`config.mk`:
```
export PLATFORM = sky130hd
export DESIGN_NAME = pixel_difference_compare
export DESIGN_NICKNAME = d
export VERILOG_FILES = /design/src/sv/pdc_pkg.sv /design/src/sv/pixel_difference_compare.sv
export SDC_FILE = /design/constraint.sdc
export NUM_CORES = 2
export LEC_CHECK = 0
export BUFFER_PORTS_ARGS = -buffer_cell sky130_fd_sc_hd__buf_4
export CAP_MARGIN = 20
export CORE_MARGIN = 10
export CORE_UTILIZATION = 65
export DETAILED_ROUTE_END_ITERATION = 6
export GPL_TIMING_DRIVEN = 0
export PLACE_DENSITY = 0.84
export SETUP_SLACK_MARGIN = 0.02
export SYNTH_ARGS = -nofsm -noshare
export SYNTH_HDL_FRONTEND = slang
export SYNTH_SLANG_ARGS = --single-unit
```
`constraint.sdc`:
```
create_clock -name clk -period 22 [get_ports clk]
set_clock_uncertainty 0.05 [all_clocks]
set_input_delay 0 -clock clk [delete_from_list [all_inputs] [get_ports clk]]
set_output_delay 0 -clock clk [all_outputs]
set_load 0.01 [all_outputs]
```
`src/sv/pdc_pkg.sv`:
```
// ----------------------------------------------------------------------------
// pdc_pkg
// Shared constants for the pixel difference compare block.
// ----------------------------------------------------------------------------
package pdc_pkg;

  localparam int CHANNEL_BITS = 8;
  localparam int NUM_CHANNELS = 4;
  localparam int GAIN_BITS    = 16;
  localparam int GAIN_FRAC    = 8;
  localparam int CFG_IDX_BITS = 3;
  localparam int CFG_DATA_BITS = GAIN_BITS;

  localparam logic [CHANNEL_BITS-1:0] CHAN_MAX = {CHANNEL_BITS{1'b1}};

  localparam int ALPHA_CH = 3;

  localparam logic [CFG_IDX_BITS-1:0] REG_GAIN         = 3'd0;
  localparam logic [CFG_IDX_BITS-1:0] REG_BACKGROUND   = 3'd1;
  localparam logic [CFG_IDX_BITS-1:0] REG_CHANNEL_MASK = 3'd2;
  localparam logic [CFG_IDX_BITS-1:0] REG_MARK_VALUE   = 3'd3;
  localparam logic [CFG_IDX_BITS-1:0] REG_OPAQUE_ALPHA = 3'd4;

  localparam logic [1:0] BG_NONE   = 2'd0;
  localparam logic [1:0] BG_FIRST  = 2'd1;
  localparam logic [1:0] BG_SECOND = 2'd2;

  typedef logic [CHANNEL_BITS-1:0] chan_t;

endpackage

```
`src/sv/pixel_difference_compare.sv`:
```
// ----------------------------------------------------------------------------
// pixel_difference_compare
// Per-channel absolute difference of two RGBA pixels with mark/gain output,
// background fill and running min-nonzero / max difference statistics.
// ----------------------------------------------------------------------------
// Pipeline: input register, then result register, which loads when the
// output is free. Throughput: one pixel per cycle unless m_tready stalls;
// the min/max trackers are computed between the registers and load with the result.
// Reset: synchronous, active high; clears valids, trackers and registers
// to their defaults (gain 0, background none, mask 15, mark 255, alpha 255).
module pixel_difference_compare (
  input  logic                                clk,
  input  logic                                rst,
  input  logic                                cfg_we,
  input  logic [pdc_pkg::CFG_IDX_BITS-1:0]    cfg_index,
  input  logic [pdc_pkg::CFG_DATA_BITS-1:0]   cfg_data,
  input  logic                                s_tvalid,
  output logic                                s_tready,
  // first_blue, first_green, first_red, first_alpha,
  // second_blue, second_green, second_red, second_alpha
  input  logic [8*pdc_pkg::CHANNEL_BITS-1:0]  s_tdata,
  input  logic                                s_tlast,   // last_pixel
  output logic                                m_tvalid,
  input  logic                                m_tready,
  // out_blue, out_green, out_red, out_alpha, min_nonzero, max_seen
  output logic [6*pdc_pkg::CHANNEL_BITS-1:0]  m_tdata,
  output logic                                m_tlast    // image_end
);
  import pdc_pkg::*;

  localparam int PROD_BITS = CHANNEL_BITS + GAIN_BITS;

  logic [GAIN_BITS-1:0]    gain;
  logic [1:0]              background_mode;
  logic [NUM_CHANNELS-1:0] channel_mask;
  chan_t                   mark_value;
  chan_t                   opaque_alpha;

  chan_t min_tracker, min_tracker_next;
  chan_t max_tracker, max_tracker_next;

  logic                         in_valid;
  logic [8*CHANNEL_BITS-1:0]    in_data;
  logic                         in_last;
  logic                         adv;

  chan_t                        res [NUM_CHANNELS];
  logic [6*CHANNEL_BITS-1:0]    out_next;

  assign adv      = in_valid && (!m_tvalid || m_tready);
  assign s_tready = !in_valid || adv;

  always_ff @(posedge clk) begin
    if (rst) begin
      gain            <= '0;
      background_mode <= BG_NONE;
      channel_mask    <= '1;
      mark_value      <= CHAN_MAX;
      opaque_alpha    <= CHAN_MAX;
    end else if (cfg_we) begin
      unique case (cfg_index)
        REG_GAIN:         gain            <= cfg_data;
        REG_BACKGROUND:   background_mode <= cfg_data[1:0];
        REG_CHANNEL_MASK: channel_mask    <= cfg_data[NUM_CHANNELS-1:0];
        REG_MARK_VALUE:   mark_value      <= cfg_data[CHANNEL_BITS-1:0];
        REG_OPAQUE_ALPHA: opaque_alpha    <= cfg_data[CHANNEL_BITS-1:0];
        default: ;
      endcase
    end
  end

  always_ff @(posedge clk) begin
    if (rst) begin
      in_valid <= 1'b0;
    end else if (s_tready) begin
      in_valid <= s_tvalid;
    end
  end

  always_ff @(posedge clk) begin
    if (s_tvalid && s_tready) begin
      in_data <= s_tdata;
      in_last <= s_tlast;
    end
  end

  always_comb begin
    logic [NUM_CHANNELS-1:0] mask;
    chan_t                   a, b, diff, r;
    logic [PROD_BITS-1:0]    prod;
    logic [PROD_BITS-GAIN_FRAC-1:0] scaled;
    mask             = (channel_mask == '0) ? '1 : channel_mask;
    min_tracker_next = min_tracker;
    max_tracker_next = max_tracker;
    for (int c = 0; c < NUM_CHANNELS; c++) begin
      a      = in_data[c*CHANNEL_BITS +: CHANNEL_BITS];
      b      = in_data[(c+NUM_CHANNELS)*CHANNEL_BITS +: CHANNEL_BITS];
      diff   = (a > b) ? (a - b) : (b - a);
      prod   = PROD_BITS'(diff) * PROD_BITS'(gain);
      scaled = prod[PROD_BITS-1:GAIN_FRAC];
      if (gain == '0) begin
        r = (diff == '0) ? '0 : mark_value;
      end else if (|scaled[PROD_BITS-GAIN_FRAC-1:CHANNEL_BITS]) begin
        r = CHAN_MAX;
      end else begin
        r = scaled[CHANNEL_BITS-1:0];
      end
      if (diff == '0) begin
        if (background_mode == BG_FIRST) begin
          r = a;
        end else if (background_mode == BG_SECOND) begin
          r = b;
        end
      end
      if (!mask[c]) begin
        r = '0;
      end else if (diff != '0) begin
        if (min_tracker_next == '0 || diff < min_tracker_next) begin
          min_tracker_next = diff;
        end
        if (diff > max_tracker_next) begin
          max_tracker_next = diff;
        end
      end
      res[c] = r;
    end
    if (!mask[ALPHA_CH]) begin
      res[ALPHA_CH] = opaque_alpha;
    end
    out_next = {max_tracker_next, min_tracker_next,
                res[3], res[2], res[1], res[0]};
  end

  always_ff @(posedge clk) begin
    if (rst) begin
      min_tracker <= '0;
      max_tracker <= '0;
      m_tvalid    <= 1'b0;
    end else begin
      if (adv) begin
        min_tracker <= in_last ? '0 : min_tracker_next;
        max_tracker <= in_last ? '0 : max_tracker_next;
        m_tvalid    <= 1'b1;
      end else if (m_tready) begin
        m_tvalid    <= 1'b0;
      end
    end
  end

  always_ff @(posedge clk) begin
    if (adv) begin
      m_tdata <= out_next;
      m_tlast <= in_last;
    end
  end

endmodule

```
==> run_summary.xml <==
<?xml version="1.0" encoding="UTF-8"?>
<metrics>
  <group name="final_layout">
    <metric name="layout.cells.most_common_list" unit="">sky130_fd_sc_hd__inv_1 (421), sky130_fd_sc_hd__fa_1 (340), sky130_fd_sc_hd__nand2_1 (334)</metric>
    <metric name="final_net_count" unit="">4067</metric>
    <metric name="post-route-cell-area" unit="um^2">30600</metric>
    <metric name="fillCellCount" unit="">3046</metric>
    <metric name="drive_gt1_frac" unit="">0.07113</metric>
    <metric name="final_common_cell" unit="">sky130_fd_sc_hd__inv_1</metric>
    <metric name="syn_to_final_growth" unit="%">11.95</metric>
  </group>
  <group name="timing">
    <metric name="number_of_endpoints_with_negative_hold_slack_in_the_final_report" unit="">0</metric>
    <metric name="max-slew-margin-rel" unit="">0.2212</metric>
    <metric name="timing.final.crit_share" unit="">0.5553</metric>
    <metric name="slew_viol_final" unit="">0</metric>
    <metric name="setup_tns" unit="ns">0</metric>
    <metric name="finalSetupViolCount" unit="">0</metric>
    <metric name="clock.fmax" unit="GHz">0.08186</metric>
    <metric name="rsz0062_at_grt" unit="">false</metric>
    <metric name="layout_min_cycle_time" unit="ns">12.22</metric>
    <metric name="max_slew.worst_pin.slew" unit="ns">1.139</metric>
  </group>
  <group name="worst_setup_path">
    <metric name="criticalPathCategory" unit="">reg -&gt; reg</metric>
    <metric name="r2r-end" unit="">m_tdata[38]</metric>
    <metric name="path_common_cell" unit="">sky130_fd_sc_hd__ha_1</metric>
    <metric name="setup.worst_path.end_class" unit="">flip-flop</metric>
    <metric name="critical_path.max_fanout" unit="">11</metric>
    <metric name="slowest_delay" unit="ns">0.72</metric>
    <metric name="setup.worst_path.start_class" unit="">flip-flop</metric>
    <metric name="arrival_time_of_the_worst_setup_path" unit="ns">12.33</metric>
    <metric name="worst_setup_path_endpoint" unit="">m_tdata[38]</metric>
    <metric name="critical_path.slowest_cell" unit="">sky130_fd_sc_hd__o21ai_0</metric>
    <metric name="critPathLaunch" unit="">in_data[0]</metric>
    <metric name="timing.critical_path.required" unit="ns">22.12</metric>
    <metric name="setup_slack_on_the_worst_flop_to_flop_path" unit="ns">9.78</metric>
    <metric name="regToRegStartpoint" unit="">in_data[0]</metric>
    <metric name="rr_worst_depth" unit="">46</metric>
  </group>
  <group name="placed_design">
    <metric name="port-buffer-count" unit="">138</metric>
    <metric name="routabilityCongestion" unit="">0.9866</metric>
    <metric name="dp.final_hpwl" unit="um">70540</metric>
    <metric name="dpl-instance-area" unit="um^2">29090</metric>
  </group>
  <group name="synth">
    <metric name="synth_sequential_area_ratio" unit="">0.1663</metric>
    <metric name="synth_top_area_cell" unit="">sky130_fd_sc_hd__fa_1</metric>
    <metric name="yosys_warnings" unit="">0</metric>
    <metric name="post_synth.cell_area_avg" unit="um^2">8.794</metric>
    <metric name="yosys.area.top_type_share" unit="">0.2490</metric>
    <metric name="postSynthCellCount" unit="">3108</metric>
    <metric name="post_synthesis_cell_area" unit="um^2">27330</metric>
    <metric name="postSynth.asyncResetShare" unit="">0</metric>
    <metric name="postSynthRegisterBits" unit="">170</metric>
    <metric name="synth_fp_nets" unit="">3814</metric>
    <metric name="synthFlopType" unit="">sky130_fd_sc_hd__edfxtp_1</metric>
    <metric name="synthDistinctLibCells" unit="">92</metric>
    <metric name="netlist_top_cells_area" unit="">sky130_fd_sc_hd__fa_1 (25%), sky130_fd_sc_hd__ha_1 (13%), sky130_fd_sc_hd__edfxtp_1 (13%)</metric>
    <metric name="synth-edff-count" unit="">114</metric>
  </group>
  <group name="grt">
    <metric name="number_of_global_route_vias_before_repair" unit="">25052</metric>
    <metric name="sum_of_overflow_across_all_layers_after_global_routing" unit="">0</metric>
    <metric name="grt_antenna_before_repair" unit="">2</metric>
    <metric name="wire_length_of_the_first_global_routing_pass" unit="um">136300</metric>
    <metric name="grt_usage" unit="">0.3483</metric>
    <metric name="grt_start_max_net_pins" unit="">38</metric>
  </group>
  <group name="status">
    <metric name="outcome" unit="">finished, final reports clean</metric>
  </group>
  <group name="clock_network">
    <metric name="worst_setup_hold_path_clk_slew" unit="ns">0.08</metric>
    <metric name="ctsRootBufferMaster" unit="">sky130_fd_sc_hd__clkbuf_16</metric>
    <metric name="numClockSinks" unit="">170</metric>
    <metric name="worst_skew_pair.late_latency" unit="ns">0.50</metric>
    <metric name="cts-htree-levels" unit="">4</metric>
    <metric name="ctsLongestPathBuffers" unit="">2</metric>
    <metric name="tritoncts.num_buffers" unit="">17</metric>
    <metric name="tritoncts" unit="">built</metric>
    <metric name="count_of_instances_resized_after_the_clock_tree_is_built" unit="">0</metric>
  </group>
  <group name="flow_run">
    <metric name="maxCapViolations" unit="">0</metric>
  </group>
  <group name="routing">
    <metric name="drc_errors" unit="">0</metric>
    <metric name="post_drt_via_cell_ratio" unit="">6.247</metric>
    <metric name="postRouteWirelength" unit="um">87860</metric>
    <metric name="drtIter0Drc" unit="">2612</metric>
    <metric name="num_vias" unit="">24451</metric>
    <metric name="drt_pass1_iterations" unit="">7</metric>
    <metric name="post_drt_wl_per_cell" unit="um">22.45</metric>
    <metric name="antenna_violating_nets_post_route" unit="">0</metric>
  </group>
  <group name="power_and_ir_drop">
    <metric name="cellLeakagePower" unit="nW">13.39</metric>
    <metric name="total_power" unit="mW">2.537</metric>
    <metric name="total_power_density_per_cell_area" unit="nW/um^2">82.93</metric>
    <metric name="peakVddDrop" unit="uV">120.6</metric>
  </group>
  <group name="floorplanning">
    <metric name="chipHeight" unit="um">225.1</metric>
    <metric name="core_rows" unit="">75</metric>
    <metric name="die_w" unit="um">225.1</metric>
    <metric name="start_util" unit="">0.6545</metric>
    <metric name="die-area" unit="um^2">50650</metric>
    <metric name="floorplan.io_pins" unit="">140</metric>
    <metric name="core_area" unit="um^2">41760</metric>
  </group>
  <group name="hold_path">
    <metric name="hold_class" unit="">in -&gt; reg</metric>
  </group>
</metrics>
[per-stage QoR]
step	cells	hold WS (ns)	util	setup slack [ns]
final	3914	0.03453	0.7328	9.784
after global routing	3914	0.05643	0.7328	9.205
after CTS	3911	0.01029	0.7324	10.25
after detailed placement	3787	0.1295	0.6966	10.31
after global placement	3785	0.1279	0.6955	10.42
after floorplan	3108	0.04887	-	12.79
[worst max-delay path, delay by kind of cell (launching register included)]
family,cells,cell delay [ns]
fa+ha+maj,6,1.93
compound gates,21,5.35
simple gates,6,0.85
flops,1,0.43
buf+inv,10,2.46
xor+xnor,1,0.36
mux,2,0.44
[synth_stat cells (10+ instances only)]
library cell,count
sky130_fd_sc_hd__a21o_1,31
sky130_fd_sc_hd__nand3_1,32
sky130_fd_sc_hd__a31oi_1,18
sky130_fd_sc_hd__nand2_1,334
sky130_fd_sc_hd__mux2_2,11
sky130_fd_sc_hd__dfxtp_1,56
sky130_fd_sc_hd__and2_1,295
sky130_fd_sc_hd__a21oi_1,153
sky130_fd_sc_hd__edfxtp_1,114
sky130_fd_sc_hd__o21a_1,28
sky130_fd_sc_hd__or3_1,18
sky130_fd_sc_hd__and3_1,14
sky130_fd_sc_hd__nor2_1,132
sky130_fd_sc_hd__mux2i_1,43
sky130_fd_sc_hd__clkbuf_1,152
sky130_fd_sc_hd__o21ai_1,12
sky130_fd_sc_hd__a211o_1,11
sky130_fd_sc_hd__o22ai_1,27
sky130_fd_sc_hd__nand3b_1,24
sky130_fd_sc_hd__xnor2_1,27
sky130_fd_sc_hd__o31ai_1,17
sky130_fd_sc_hd__or2_2,13
sky130_fd_sc_hd__nor4_1,10
sky130_fd_sc_hd__fa_1,340
sky130_fd_sc_hd__o21ai_0,126
sky130_fd_sc_hd__inv_1,422
sky130_fd_sc_hd__nand2b_1,25
sky130_fd_sc_hd__nand4_1,20
sky130_fd_sc_hd__a211oi_1,17
sky130_fd_sc_hd__xor2_1,26
sky130_fd_sc_hd__ha_1,277
sky130_fd_sc_hd__nor3_1,40
sky130_fd_sc_hd__nor2b_1,56
sky130_fd_sc_hd__a22oi_1,10
[layout make-up]
class	instances	area, um^2	share of cell area
repair buffers	234	2009	0.06567
clock buffers	18	429.2	0.01403
clock inverters	14	145.1	0.004743
inverters	422	1584	0.05177
flip-flops and latches	170	4544	0.1485
well taps	539	674.4	0.02204
plain buffers	169	664.4	0.02171
multi-input cells	2347	20550	0.6715
diodes	1	2.502	0.00008178
[logic make-up (layout without fill, tap and decap cells)]
family | after synthesis | in the layout | synth area share
flip-flops | 170 | 170 | 0.1663
AND/OR/NAND/NOR | 1043 | 1043 | 0.1973
XOR/XNOR | 53 | 53 | 0.01698
adder cells (fa/ha/maj) | 622 | 622 | 0.3777
AO/OA/AOI/OAI | 572 | 572 | 0.1373
buffers and inverters | 591 | 857 | 0.08226
other | 0 | 1 | 0
multiplexers | 57 | 57 | 0.02220
[flip-flops by register name, summed over array words and instances, names as in the netlist, 2 cells and up]
name and count:
in_data 64, m_tdata 48, gain 16, mark_value 8, max_tracker 8, min_tracker 8, opaque_alpha 8, channel_mask 4
background_mode 2
[repair_timing]
item                      4_1_cts  5_1_grt
hold buffers                   92        0
hold endpoints to repair      105        0
buffers inserted                0        0
[layer usage]
layer  up-vias  GRT usage  part of all wire
met4         0     0.1998             0.060
met3       296    0.07053             0.097
li1      10842          -                 -
met5         -          0                 0
met1     11963     0.4257              0.38
met2      1350     0.5659              0.46
[report_power, final]
part           total (mW)  internal [mW]  leakage [nW]  switching (mW)
Sequential          0.467          0.426          1.54          0.0411
Combinational        1.77          0.611          11.6            1.16
Clock               0.300          0.151         0.286           0.149
Total                2.54           1.19          13.4            1.35
[worst min-delay path by stage]
| stage | slack (ns) | start | cells after the start | to |
|---|---|---|---|---|
| after CTS | 0.01 | cfg_we | 4 | opaque_alpha[6] |
| after floorplan | 0.05 | s_tdata[0] | 0 | in_data[0] |
| after global routing | 0.06 | cfg_we | 4 | opaque_alpha[0] |
| final | 0.03 | cfg_we | 4 | opaque_alpha[0] |
| after detailed placement | 0.13 | s_tdata[57] | 1 | in_data[57] |
| after global placement | 0.13 | s_tdata[61] | 1 | in_data[61] |
No activity file was read; power rests on OpenSTA's default activity.
